===== config.mk =====
export PLATFORM = sky130hd
export DESIGN_NAME = json_string_escaper_unit
export DESIGN_NICKNAME = d
export VERILOG_FILES = /design/src/jse_pkg.sv /design/src/jse_front.sv /design/src/jse_fifo.sv /design/src/jse_back.sv /design/src/json_string_escaper_unit.sv
export VERILOG_INCLUDE_DIRS = /design/src /design/src/src
export SDC_FILE = /design/constraint.sdc
export NUM_CORES = 1
export LEC_CHECK = 0
export BUFFER_PORTS_ARGS = -buffer_cell sky130_fd_sc_hd__buf_2
export CORE_MARGIN = 5
export CORE_UTILIZATION = 45
export CTS_CLUSTER_SIZE = 40
export DETAILED_ROUTE_END_ITERATION = 6
export PLACE_DENSITY = 0.64
export SLEW_MARGIN = 20
export SYNTH_ARGS = -nofsm -noshare
export SYNTH_HDL_FRONTEND = slang
export SYNTH_SLANG_ARGS = --single-unit

===== constraint.sdc =====
create_clock -name clock -period 5.15 [get_ports clock]
set_input_delay 0.515 -clock clock [delete_from_list [all_inputs] [get_ports clock]]
set_output_delay 0.515 -clock clock [all_outputs]
set_load 0.05 [all_outputs]

===== src/json_string_escaper_unit_macros.svh =====
// assertion macros for the json string escaper unit
// used by the top level only; no other dependencies
`ifndef JSON_STRING_ESCAPER_UNIT_MACROS_SVH
`define JSON_STRING_ESCAPER_UNIT_MACROS_SVH
`ifndef SYNTHESIS
// checked property, muted while reset is high
`define JSEU_ASSERT(label, clk, rst, prop) \
   label: assert property (@(posedge clk) disable iff (rst) prop) \
      else $error("json string escaper check failed");
// checked property, also checked during reset
`define JSEU_ASSERT_ALWAYS(label, clk, prop) \
   label: assert property (@(posedge clk) prop) \
      else $error("json string escaper check failed");
`else
`define JSEU_ASSERT(label, clk, rst, prop)
`define JSEU_ASSERT_ALWAYS(label, clk, prop)
`endif
`endif


===== src/jse_pkg.sv =====
// shared types, constants and helpers for the json string escaper
// no dependencies
package jse_pkg;

   localparam int CAP_W = 17;
   localparam logic [CAP_W-1:0] MAX_CAPACITY = 17'd65536;

   localparam int QUEUE_DEPTH = 4;
   localparam int QPTR_W = 2;
   localparam int QCNT_W = 3;
   localparam logic [QCNT_W-1:0] QUEUE_FULL_COUNT = 3'd4;

   localparam int LEN_W = 3;
   localparam logic [LEN_W-1:0] PASS_LEN = 3'd1;
   localparam logic [LEN_W-1:0] SHORT_LEN = 3'd2;
   localparam logic [LEN_W-1:0] UNI_LEN = 3'd6;
   localparam logic [LEN_W-1:0] TERM_LEN = 3'd1;

   localparam logic [7:0] CTRL_LIMIT = 8'h20;
   localparam logic [7:0] DEL_CHAR = 8'h7F;
   localparam logic [7:0] NUL_CHAR = 8'h00;
   localparam logic [7:0] BSLASH_CHAR = 8'h5C;
   localparam logic [7:0] QUOTE_CHAR = 8'h22;
   localparam logic [7:0] BS_CHAR = 8'h08;
   localparam logic [7:0] FF_CHAR = 8'h0C;
   localparam logic [7:0] LF_CHAR = 8'h0A;
   localparam logic [7:0] CR_CHAR = 8'h0D;
   localparam logic [7:0] TAB_CHAR = 8'h09;
   localparam logic [7:0] U_CHAR = 8'h75;
   localparam logic [7:0] ZERO_CHAR = 8'h30;
   localparam logic [7:0] B_CHAR = 8'h62;
   localparam logic [7:0] F_CHAR = 8'h66;
   localparam logic [7:0] N_CHAR = 8'h6E;
   localparam logic [7:0] R_CHAR = 8'h72;
   localparam logic [7:0] T_CHAR = 8'h74;

   // how the back part expands one queued piece
   typedef enum logic [1:0] {
      KIND_PASS  = 2'b00,
      KIND_SHORT = 2'b01,
      KIND_UNI   = 2'b10,
      KIND_TERM  = 2'b11
   } piece_kind_type;

   typedef struct packed {
      piece_kind_type kind;
      logic [7:0]     data;      // raw byte, escape letter or unused
      logic           complete;  // terminator only
   } piece_type;

   typedef struct packed {
      logic full;
      logic empty;
   } queue_status_type;

   function automatic logic [7:0] hex_digit(input logic [3:0] v);
      logic [7:0] wide;
      wide = {4'h0, v};
      if (v < 4'd10) begin
         return wide + ZERO_CHAR;
      end
      return wide + 8'h57;
   endfunction

endpackage


===== src/jse_front.sv =====
// front part: capacity register, byte classification and fit check
// depends on jse_pkg
module jse_front import jse_pkg::*; (
   input  logic             clock,
   input  logic             reset,
   input  logic             csr_valid,
   output logic             csr_ready,
   input  logic [CAP_W-1:0] csr_capacity,
   input  logic             req_valid,
   output logic             req_ready,
   input  logic [7:0]       req_in_byte,
   input  queue_status_type q_status,
   output logic             q_push,
   output piece_type        q_piece
);

   logic [CAP_W-1:0] capacity_ff, capacity_in;
   logic [CAP_W-1:0] written_ff, written_in;
   logic             truncated_ff, truncated_in;

   logic             accept;
   piece_kind_type   kind;
   logic [7:0]       letter;
   logic [LEN_W-1:0] len;
   logic [CAP_W:0]   sum;
   logic             fits;

   assign csr_ready = 1'b1;
   assign req_ready = !q_status.full;
   assign accept = req_valid && req_ready;

   // classify
   always_comb begin
      kind = KIND_PASS;
      letter = req_in_byte;
      unique case (req_in_byte)
         QUOTE_CHAR:  begin kind = KIND_SHORT; letter = QUOTE_CHAR; end
         BSLASH_CHAR: begin kind = KIND_SHORT; letter = BSLASH_CHAR; end
         BS_CHAR:     begin kind = KIND_SHORT; letter = B_CHAR; end
         FF_CHAR:     begin kind = KIND_SHORT; letter = F_CHAR; end
         LF_CHAR:     begin kind = KIND_SHORT; letter = N_CHAR; end
         CR_CHAR:     begin kind = KIND_SHORT; letter = R_CHAR; end
         TAB_CHAR:    begin kind = KIND_SHORT; letter = T_CHAR; end
         default: begin
            if (req_in_byte < CTRL_LIMIT || req_in_byte == DEL_CHAR) begin
               kind = KIND_UNI;
            end
         end
      endcase
   end

   always_comb begin
      unique case (kind)
         KIND_SHORT: len = SHORT_LEN;
         KIND_UNI:   len = UNI_LEN;
         default:    len = PASS_LEN;
      endcase
   end

   assign sum = {1'b0, written_ff} + {{(CAP_W+1-LEN_W){1'b0}}, len};
   assign fits = sum < {1'b0, capacity_ff};

   always_comb begin
      capacity_in = capacity_ff;
      written_in = written_ff;
      truncated_in = truncated_ff;
      q_push = 1'b0;
      q_piece.kind = kind;
      q_piece.data = letter;
      q_piece.complete = 1'b0;
      if (csr_valid) begin
         capacity_in = (csr_capacity > MAX_CAPACITY) ? MAX_CAPACITY : csr_capacity;
      end
      if (accept) begin
         if (req_in_byte == NUL_CHAR) begin
            q_push = 1'b1;
            q_piece.kind = KIND_TERM;
            q_piece.data = NUL_CHAR;
            q_piece.complete = !truncated_ff;
            written_in = '0;
            truncated_in = 1'b0;
         end else if (!truncated_ff) begin
            if (fits) begin
               q_push = 1'b1;
               written_in = sum[CAP_W-1:0];
            end else begin
               truncated_in = 1'b1;
            end
         end
      end
   end

   always_ff @(posedge clock) begin
      if (reset) begin
         capacity_ff <= MAX_CAPACITY;
         written_ff <= '0;
         truncated_ff <= 1'b0;
      end else begin
         capacity_ff <= capacity_in;
         written_ff <= written_in;
         truncated_ff <= truncated_in;
      end
   end

endmodule


===== src/jse_fifo.sv =====
// small queue of classified pieces between front and back
// depends on jse_pkg
module jse_fifo import jse_pkg::*; (
   input  logic             clock,
   input  logic             reset,
   input  logic             push,
   input  piece_type        push_piece,
   input  logic             pop,
   output piece_type        head,
   output queue_status_type status
);

   piece_type         entry_ff [QUEUE_DEPTH];
   piece_type         entry_in;
   logic [QPTR_W-1:0] wr_ptr_ff, wr_ptr_in;
   logic [QPTR_W-1:0] rd_ptr_ff, rd_ptr_in;
   logic [QCNT_W-1:0] count_ff, count_in;

   assign head = entry_ff[rd_ptr_ff];
   assign status.full = count_ff == QUEUE_FULL_COUNT;
   assign status.empty = count_ff == '0;
   assign entry_in = push_piece;

   always_comb begin
      wr_ptr_in = push ? wr_ptr_ff + 1'b1 : wr_ptr_ff;
      rd_ptr_in = pop ? rd_ptr_ff + 1'b1 : rd_ptr_ff;
      count_in = count_ff;
      if (push && !pop) begin
         count_in = count_ff + 1'b1;
      end else if (pop && !push) begin
         count_in = count_ff - 1'b1;
      end
   end

   always_ff @(posedge clock) begin
      if (push) begin
         entry_ff[wr_ptr_ff] <= entry_in;
      end
   end

   always_ff @(posedge clock) begin
      if (reset) begin
         wr_ptr_ff <= '0;
         rd_ptr_ff <= '0;
         count_ff <= '0;
      end else begin
         wr_ptr_ff <= wr_ptr_in;
         rd_ptr_ff <= rd_ptr_in;
         count_ff <= count_in;
      end
   end

endmodule


===== src/jse_back.sv =====
// back part: expands one piece into 1, 2 or 6 result items
// depends on jse_pkg
module jse_back import jse_pkg::*; (
   input  logic             clock,
   input  logic             reset,
   input  piece_type        head,
   input  queue_status_type q_status,
   output logic             q_pop,
   output logic             rsp_valid,
   input  logic             rsp_ready,
   output logic [7:0]       rsp_out_char,
   output logic             rsp_end_of_text,
   output logic             rsp_complete
);

   logic [LEN_W-1:0] idx_ff, idx_in;
   logic             valid_ff, valid_in;
   logic [7:0]       char_ff, char_in;
   logic             eot_ff, eot_in;
   logic             comp_ff, comp_in;

   logic             load;
   logic [LEN_W-1:0] len;
   logic             last;
   logic [7:0]       next_char;

   assign load = !q_status.empty && (!valid_ff || rsp_ready);

   always_comb begin
      next_char = head.data;
      unique case (head.kind)
         KIND_PASS:  begin len = PASS_LEN; next_char = head.data; end
         KIND_TERM:  begin len = TERM_LEN; next_char = NUL_CHAR; end
         KIND_SHORT: begin
            len = SHORT_LEN;
            next_char = (idx_ff == '0) ? BSLASH_CHAR : head.data;
         end
         KIND_UNI: begin
            len = UNI_LEN;
            case (idx_ff)
               3'd0:    next_char = BSLASH_CHAR;
               3'd1:    next_char = U_CHAR;
               3'd4:    next_char = hex_digit(head.data[7:4]);
               3'd5:    next_char = hex_digit(head.data[3:0]);
               default: next_char = ZERO_CHAR;
            endcase
         end
         default: begin len = PASS_LEN; next_char = head.data; end
      endcase
   end

   assign last = idx_ff == (len - 1'b1);
   assign q_pop = load && last;

   always_comb begin
      idx_in = idx_ff;
      valid_in = valid_ff;
      char_in = char_ff;
      eot_in = eot_ff;
      comp_in = comp_ff;
      if (load) begin
         valid_in = 1'b1;
         char_in = next_char;
         eot_in = head.kind == KIND_TERM;
         comp_in = (head.kind == KIND_TERM) && head.complete;
         idx_in = last ? '0 : idx_ff + 1'b1;
      end else if (rsp_ready) begin
         valid_in = 1'b0;
      end
   end

   always_ff @(posedge clock) begin
      char_ff <= char_in;
      eot_ff <= eot_in;
      comp_ff <= comp_in;
   end

   always_ff @(posedge clock) begin
      if (reset) begin
         idx_ff <= '0;
         valid_ff <= 1'b0;
      end else begin
         idx_ff <= idx_in;
         valid_ff <= valid_in;
      end
   end

   assign rsp_valid = valid_ff;
   assign rsp_out_char = char_ff;
   assign rsp_end_of_text = eot_ff;
   assign rsp_complete = comp_ff;

endmodule


===== src/json_string_escaper_unit.sv =====
// json string escaper: one string byte in, its escaped form out, one byte per item
// a byte's first result item is registered in the queue, then in the output register
// throughput: 1 input item per cycle for plain bytes while the queue is not full;
//   the output register sends one byte per cycle while rsp_ready is high
// reset: output count and truncation flag clear, capacity goes to 65536, queue empties
`include "json_string_escaper_unit_macros.svh"
module json_string_escaper_unit import jse_pkg::*; (
   input  logic             clock,
   input  logic             reset,
   // configuration write: capacity in bytes, terminator included
   input  logic             csr_valid,
   output logic             csr_ready,
   input  logic [CAP_W-1:0] csr_capacity,
   // input bytes
   input  logic             req_valid,
   output logic             req_ready,
   input  logic [7:0]       req_in_byte,
   // escaped output bytes
   output logic             rsp_valid,
   input  logic             rsp_ready,
   output logic [7:0]       rsp_out_char,
   output logic             rsp_end_of_text,
   output logic             rsp_complete
);

   // front to queue
   logic             q_push;
   piece_type        q_piece;
   // queue to back
   logic             q_pop;
   piece_type        q_head;
   queue_status_type q_status;

   // front: holds capacity and the running count, classifies each byte and decides
   // whether its whole piece still fits; dropped bytes are accepted but never queued
   jse_front u_front (
      .clock        (clock),
      .reset        (reset),
      .csr_valid    (csr_valid),
      .csr_ready    (csr_ready),
      .csr_capacity (csr_capacity),
      .req_valid    (req_valid),
      .req_ready    (req_ready),
      .req_in_byte  (req_in_byte),
      .q_status     (q_status),
      .q_push       (q_push),
      .q_piece      (q_piece)
   );

   // four-entry queue lets the front keep taking bytes while an escape drains
   jse_fifo u_fifo (
      .clock      (clock),
      .reset      (reset),
      .push       (q_push),
      .push_piece (q_piece),
      .pop        (q_pop),
      .head       (q_head),
      .status     (q_status)
   );

   // back: walks each piece a byte at a time into the output register
   jse_back u_back (
      .clock           (clock),
      .reset           (reset),
      .head            (q_head),
      .q_status        (q_status),
      .q_pop           (q_pop),
      .rsp_valid       (rsp_valid),
      .rsp_ready       (rsp_ready),
      .rsp_out_char    (rsp_out_char),
      .rsp_end_of_text (rsp_end_of_text),
      .rsp_complete    (rsp_complete)
   );

   // front never pushes into a full queue
   `JSEU_ASSERT(a_no_overflow, clock, reset, q_push |-> !q_status.full)
   // back never pops an empty queue
   `JSEU_ASSERT_ALWAYS(a_no_underflow, clock, q_pop |-> !q_status.empty)
   // an end of string byte is always queued as a terminator
   `JSEU_ASSERT(a_term_queued, clock, reset,
      (req_valid && req_ready && req_in_byte == NUL_CHAR) |=> !q_status.empty)
   // complete only ever rides on the terminator, which carries a zero byte
   `JSEU_ASSERT(a_term_shape, clock, reset,
      (rsp_valid && rsp_complete) |-> (rsp_end_of_text && rsp_out_char == NUL_CHAR))

endmodule

# == Yosys cells after proc, flatten, opt, wreduce, memory -nomap -nowiden ==
# Memories as Yosys holds them, arrays and structs flattened. A register that Yosys moved wholly into a read port is not among the register bits.
# Cells that the tools add are included.
# W data, S select, Z words.
# word_totals
mem_bits_rw,44
ff_bits,56
mem_count,1
in_bits,30
# memory_table
name,words,width,read_ports,rd_clocked_by_memory_dff,wr,line,text
u_fifo.entry_ff,4,11,1,1,1,jse_fifo.sv:13,piece_type entry_ff [QUEUE_DEPTH];
# op_classes
n_eq_ne,19
reduce_logical,24
add_sub_neg,11
mux,40
order_cmp,5
# ops
cell,n
$mux W17,4
$pmux W8 S4,2
$pmux W8 S7,1
$eq A8 B4 Y1 const B,5
$mux W8,5
$mux W11,2
$add A17 B3 Y18,1
$lt A18 B17 Y1,1
$gt A17 B17 Y1 const B,1
$mux W1,17
$add A4 B7 Y8 const B,2
$eq A8 B7 Y1 const B,2
$add A4 B6 Y7 const B,2
$eq A3 B3 Y1 const B,3
$mux W3,3
$pmux W3 S3,1
$eq A8 B6 Y1 const B,1
$logic_not A8 Y1,1
$lt A4 B4 Y1 const B,2
$lt A8 B6 Y1 const B,1
$mux W2,4
$reduce_or A7 Y1,1
$add A3 B1 Y3 const B,2
$eq A2 B2 Y1 const B,3
15 further kinds,32

# == Depth between registers and ports, before layout ==
# logic_depth
word_depth,16
depth_mapped,27
depth_no_buf,25

# == By module ==
# Synthesis repeated with hierarchy kept, for this count alone.
# unflattened
cells_unflattened,513
hier_area_um2,5452.7
# by_module_without_submodules
mod,area_per_inst_um2,cells_each,n_inst
jse_front,2439.8,302,1
jse_fifo,2018.2,101,1
jse_back,994.7,110,1

# == Worst setup path before layout ==
# OpenSTA, ideal clock, no wires.
# synth_path
path_kind,in2reg
from,input port req_in_byte[0]
to,register u_fifo.count_ff[2]
t_required_ns,5.079
arrival_time_ns,5.478
path_slack_ns,-0.399
cell_stages,25
cell_sequence,buf_2 > o21ai_0 > nand2_1 > nor4_1 > or3_1 > inv_1 > ha_1 > a21o_1 > a21oi_4 > nor2_1 > and3_1 > xor2_1 > ha_1 > a21oi_1 > o211a_1 > o221ai_1 > a2111oi_4 > or2_2 > buf_2 > ha_1 > inv_1 > fa_1 > xor2_1 > or3_1 > a21oi_1
# synth_via
elab_chain_len,15
word_cells_on_any_way,28
classes_between,add/sub (1); order compare (2); eq/ne (10); mux (8); reduce/logical (7)
# synth_rtl
element,line,text
start: declaration,json_string_escaper_unit.sv:17,"input logic [7:0] req_in_byte,"
$lt A8 B6 Y1 / $eq A8 B7 Y1 (equally long branches),jse_front.sv:45,if (req_in_byte < CTRL_LIMIT || req_in_byte == DEL_CHAR) begin
$logic_or A1 B1 Y1,jse_front.sv:45,
$mux W2,jse_front.sv:45,
$mux W2,jse_front.sv:36,unique case (req_in_byte)
$eq A2 B2 Y1 / $eq A2 B1 Y1 (equally long branches),jse_front.sv:53,unique case (kind)
$pmux W3 S2,jse_front.sv:53,
$add A17 B3 Y18,jse_front.sv:60,"assign sum = {1'b0, written_ff} + {{(CAP_W+1-LEN_W){1'b0}}, len};"
$lt A18 B17 Y1,jse_front.sv:61,"assign fits = sum < {1'b0, capacity_ff};"
$mux W1,jse_front.sv:83,if (fits) begin
$mux W1,jse_front.sv:82,end else if (!truncated_ff) begin
$mux W1 (*),jse_front.sv:75,if (req_in_byte == NUL_CHAR) begin
$mux W1 (*),jse_front.sv:74,if (accept) begin
net q_push,json_string_escaper_unit.sv:27,logic q_push;
$logic_not A1 Y1,jse_fifo.sv:30,end else if (pop && !push) begin
$logic_and A1 B1 Y1,jse_fifo.sv:30,
$reduce_bool A2 Y1 (no source line),-,
end signal: assignment,jse_fifo.sv:49,count_ff <= count_in;
end: declaration,jse_fifo.sv:17,"logic [QCNT_W-1:0] count_ff, count_in;"
# The timed path passes the listed nets; every way through them passes the cells marked *.
# A chain may end at the register's enable or synchronous reset.

# == Worst setup path after layout ==
# layout_path
from,input port req_in_byte[3]
to,register u_fifo.count_ff[2]
# layout_via
elab_chain_len,15
word_cells_on_any_way,28
classes_between,add/sub (1); order compare (2); eq/ne (10); mux (8); reduce/logical (7)
# layout_rtl
element,line
$lt A8 B6 Y1 / $eq A8 B7 Y1 (equally long branches),jse_front.sv:45
$logic_or A1 B1 Y1,jse_front.sv:45
$mux W2,jse_front.sv:45
$mux W2,jse_front.sv:36
$eq A2 B2 Y1 / $eq A2 B1 Y1 (equally long branches),jse_front.sv:53
$pmux W3 S2,jse_front.sv:53
$add A17 B3 Y18,jse_front.sv:60
$lt A18 B17 Y1,jse_front.sv:61
$mux W1,jse_front.sv:83
$mux W1,jse_front.sv:82
$mux W1 (*),jse_front.sv:75
$mux W1 (*),jse_front.sv:74
$logic_not A1 Y1,jse_fifo.sv:30
$logic_and A1 B1 Y1,jse_fifo.sv:30
$reduce_bool A2 Y1 (no source line),-
# Mark *: on every way between the ends. The rest lies on a longest branch, timed or not.

==> impl_results.md <==
- Status: finished, final reports clean
- Synth warn: 0
- Mux cell area share after synthesis: 0.05771
- Critical Path Source Type: input pin
- Leading post-synthesis cells by cell area: edfxtp_1, dfxtp_1, ha_1
- Number of fill cells: slightly above 1000
- Core area: 11960 um2
- Synthesized-area fraction occupied by ao, oa, aoi and oai cells: 0.1463
- Critical Path Sink Type: register
- Die height: approximately 120 um
- Sequential element share of the synthesized area: 0.4726
- Die Wd: approximately 120 um
- Number of H-tree levels: 3
- Cell count of the worst reg-to-reg path: 19
- Number of detailed-route iterations in the first pass: 6
- Async S/R FF share, synth: 0
- Routed wire per std cell: 16.18 um
- Setup slack of the most critical reg-to-reg path: 1.07 ns
- Buffers added on ports: about 40
- Cell at the root of the clock tree: clkbuf_16
- Antenna diode instance count: 0
- Clock buffer count from CTS: 9
- Gr ovfl total: 0
- Synthesis-to-layout area growth: 16.05%
- Post-CTS Repair Setup Buffers: 0
- Wire length of the first global-routing pass: a little under 20000 um
- Maximum capacitance violations: 0
- Number of antenna violations at the first check in global routing: 0
- Count of pins over their slew limit: 0
- Number of instances in the synthesized netlist: 511
- Unrepaired setup endpoints after global routing: no
- Worst setup path startpoint: req_in_byte[3]
- Std-Cell Rows: 40
- Worst-Margin Slew: between 0.7 and 0.8 ns
- Clock period minus final worst setup slack: 4.856 ns
- Clock Skews: 0.009533 ns
- Net count of the mapped netlist: 576
- I/O pin cnt: 43
- Power per standard cell area: 413.4 nW/um2
- Simple-Gate Fraction of Synth Area: 0.1507
- Global placer's final weighted congestion: just under 0.9
- Mean instance size in the synthesized netlist: 10.69 um2
- Detailed placement HPWL: 8715 um
- Total DRC errors in the routed layout: 0
- Worst-case vdd ir drop: about 0.18 mV
- Crit path kind: in -> reg
- Combinational family with the most area after synthesis: simple AND/OR/NAND/NOR gates
- Total Neg Setup Slack: 0 ns
- Starting utilization of the core area: 0.4568
- Clock transition at the register clock pins on the worst setup and hold paths after CTS: 0.06 ns
- FF-to-FF Start: u_front.written_ff[1]$_SDFFE_PP0P_
- Layout cell share with drive strength beyond 1: 0.1983
- Maximum achievable frequency: 205.9 MHz
- Fraction of post-synthesis cell area in the top cell type by area: 0.2968
- TritonCTS Sinks: 102
- Most used standard cell by instance count after synthesis: edfxtp_1
- Util after Layout: 0.5301
- Termination of the worst setup path: u_fifo.count_ff[2]$_SDFFE_PP0P_
- Iter 0 DRT Violations: 420
- Cell area after technology mapping: 5464 um2
- Worst r2r dst: u_fifo.count_ff[2]$_SDFFE_PP0P_
- Worst Hold Margin: 0.4273 ns
- Startpoint of the worst hold path: csr_capacity[5]
- Combined global-route utilization of all metal layers: 0.1686
- Largest area contributor in the synthesized netlist: edfxtp_1
- Leakage Power: 2.471 nW
- Number of distinct library cells after synthesis: 65
- Required time at the endpoint of the critical path: 5.41 ns
- Share of the synthesized netlist area taken by xor and xnor gates: 0.03366
- Residual antenna-violating net count after detailed routing: 0
- Clock tree from TritonCTS: done
- Share of the clock period used by the worst path after layout: 0.9428
- Total number of nets in the final design: 635
- Deepest clock path buffer count: 2
- Headroom to the max-slew limit: 0.5299
- Yosys reg bits: 102
- Number of vias after detailed routing: 4154
- Final count of hold timing violations: 0
- Wirelength, routed: 11680 um
- Arrival time reported for the critical path endpoint: just over 5 ns
- Most frequent cells after synthesis: edfxtp_1, inv_1, dfxtp_1
- Area enclosed by the die boundary: 14450 um2
- Clock latency on the worst-skew pair: between 0.3 and 0.4 ns
- Maximum number of pins on one net before global-route repair: 33
- Top flip-flop cell by instance count after synthesis: edfxtp_1
- Via-to-Cell Ratio: 5.753
- Adder-cell area share of the yosys netlist: 0.08289
- Post-synth EDFFs: 54
- Number of global-route vias before repair: 4009
- Critical path peak fanout: 4
- Number of failing setup endpoints in the final timing report: 0
- Class of the worst hold path: in -> reg
[through the flow]
stage	power, mW	cells	instance area, um2	setup WS [ns]
after floorplan	1.754	511	5557	0.02408
after global placement	1.952	706	6040	0.05593
after detailed placement	1.977	706	6040	-0.05444
after CTS	2.640	722	6332	0.3058
after global routing	2.768	722	6341	0.007335
final	2.621	722	6341	0.2944
[power breakdown]
group,switching [mW],internal (mW)
Combinational,0.583,0.319
Clock,0.285,0.376
Sequential,0.0607,0.997
[layer usage]
layer  share of wire  track usage  up-vias  wire (um)
li1                -            -     2002          -
met4           0.015      0.06514        0        174
met1            0.47       0.2252     2014       5485
met2            0.47       0.2733      122       5479
met5               0            0        -          0
met3           0.046      0.03040       16        543
[cells in the final DEF, fill, tap and decap left out, types with 9 or more instances in the layout]
master,n
edfxtp_1,54
inv_1,49
dfxtp_1,48
nor2_1,44
buf_2,41
nand2_1,36
ha_1,31
buf_4,29
a21oi_1,21
a2bb2oi_1,15
xnor2_1,15
o21ai_0,14
nand4_1,13
nand3_1,12
o221ai_1,10
mux4_1,10
clkbuf_16,9
[cells by family after synthesis]
family / Yosys count
compound gates: 105
xor+xnor: 21
fa+ha+maj: 35
buf+inv: 72
flops: 102
mux: 14
other cells: 1
simple gates: 161
[repair_timing]
item                       4_1_cts  5_1_grt
resized for setup                0        1
setup endpoints to repair        0        1
hold buffers                     0        0
[worst min-delay path by stage]
stage,endpoint,cells past startpoint
floorplan,u_front.written_ff[2]$_SDFFE_PP0P_,1
global placement,u_back.rsp_valid$_SDFFE_PP0P_,2
detailed placement,u_front.written_ff[2]$_SDFFE_PP0P_,1
CTS,u_front.capacity_ff[16]$_SDFFE_PP1P_,3
global route,u_front.capacity_ff[8]$_SDFFE_PP0P_,3
finish,u_front.capacity_ff[5]$_SDFFE_PP0P_,3
[final cells by class]
cell class	count	area (um2)	share of cell area
flip-flops and latches	102	2582	0.4073
inverters	50	187.7	0.02960
multi-input cells	337	2671	0.4213
repair buffers	70	422.9	0.06669
well taps	147	183.9	0.02901
clock buffers	10	229.0	0.03611
clock inverters	6	63.81	0.01006
[critical path: stages]
cell       delay, ns
buf_2           0.11
nand4_1         0.07
or2_2           0.28
o32a_1          0.28
nor2_1          0.10
or3_4           0.14
inv_1           0.04
ha_2            0.17
fa_2            0.40
a21oi_4         0.22
nor2_2          0.08
nand2_1         0.09
xnor2_1         0.18
ha_1            0.28
o21a_1          0.17
o21bai_1        0.17
a211oi_2        0.11
a2111oi_4       0.37
or2_4           0.19
ha_2            0.17
inv_1           0.05
fa_2            0.33
xor2_1          0.16
or3_1           0.30
a21oi_1         0.13
[registers in the layout (all words and copies together) (netlist names), named ones only]
register	flops
u_back.rsp_valid	1
u_fifo.entry_ff	44
u_back.rsp_complete	1
u_front.written_ff	17
u_fifo.wr_ptr_ff	2
u_back.rsp_out_char	8
u_fifo.rd_ptr_ff	2
u_front.capacity_ff	17
u_fifo.count_ff	3
u_front.truncated_ff	1
u_back.rsp_end_of_text	1
u_back.idx_ff	3
(Power assumes the default switching activity.)
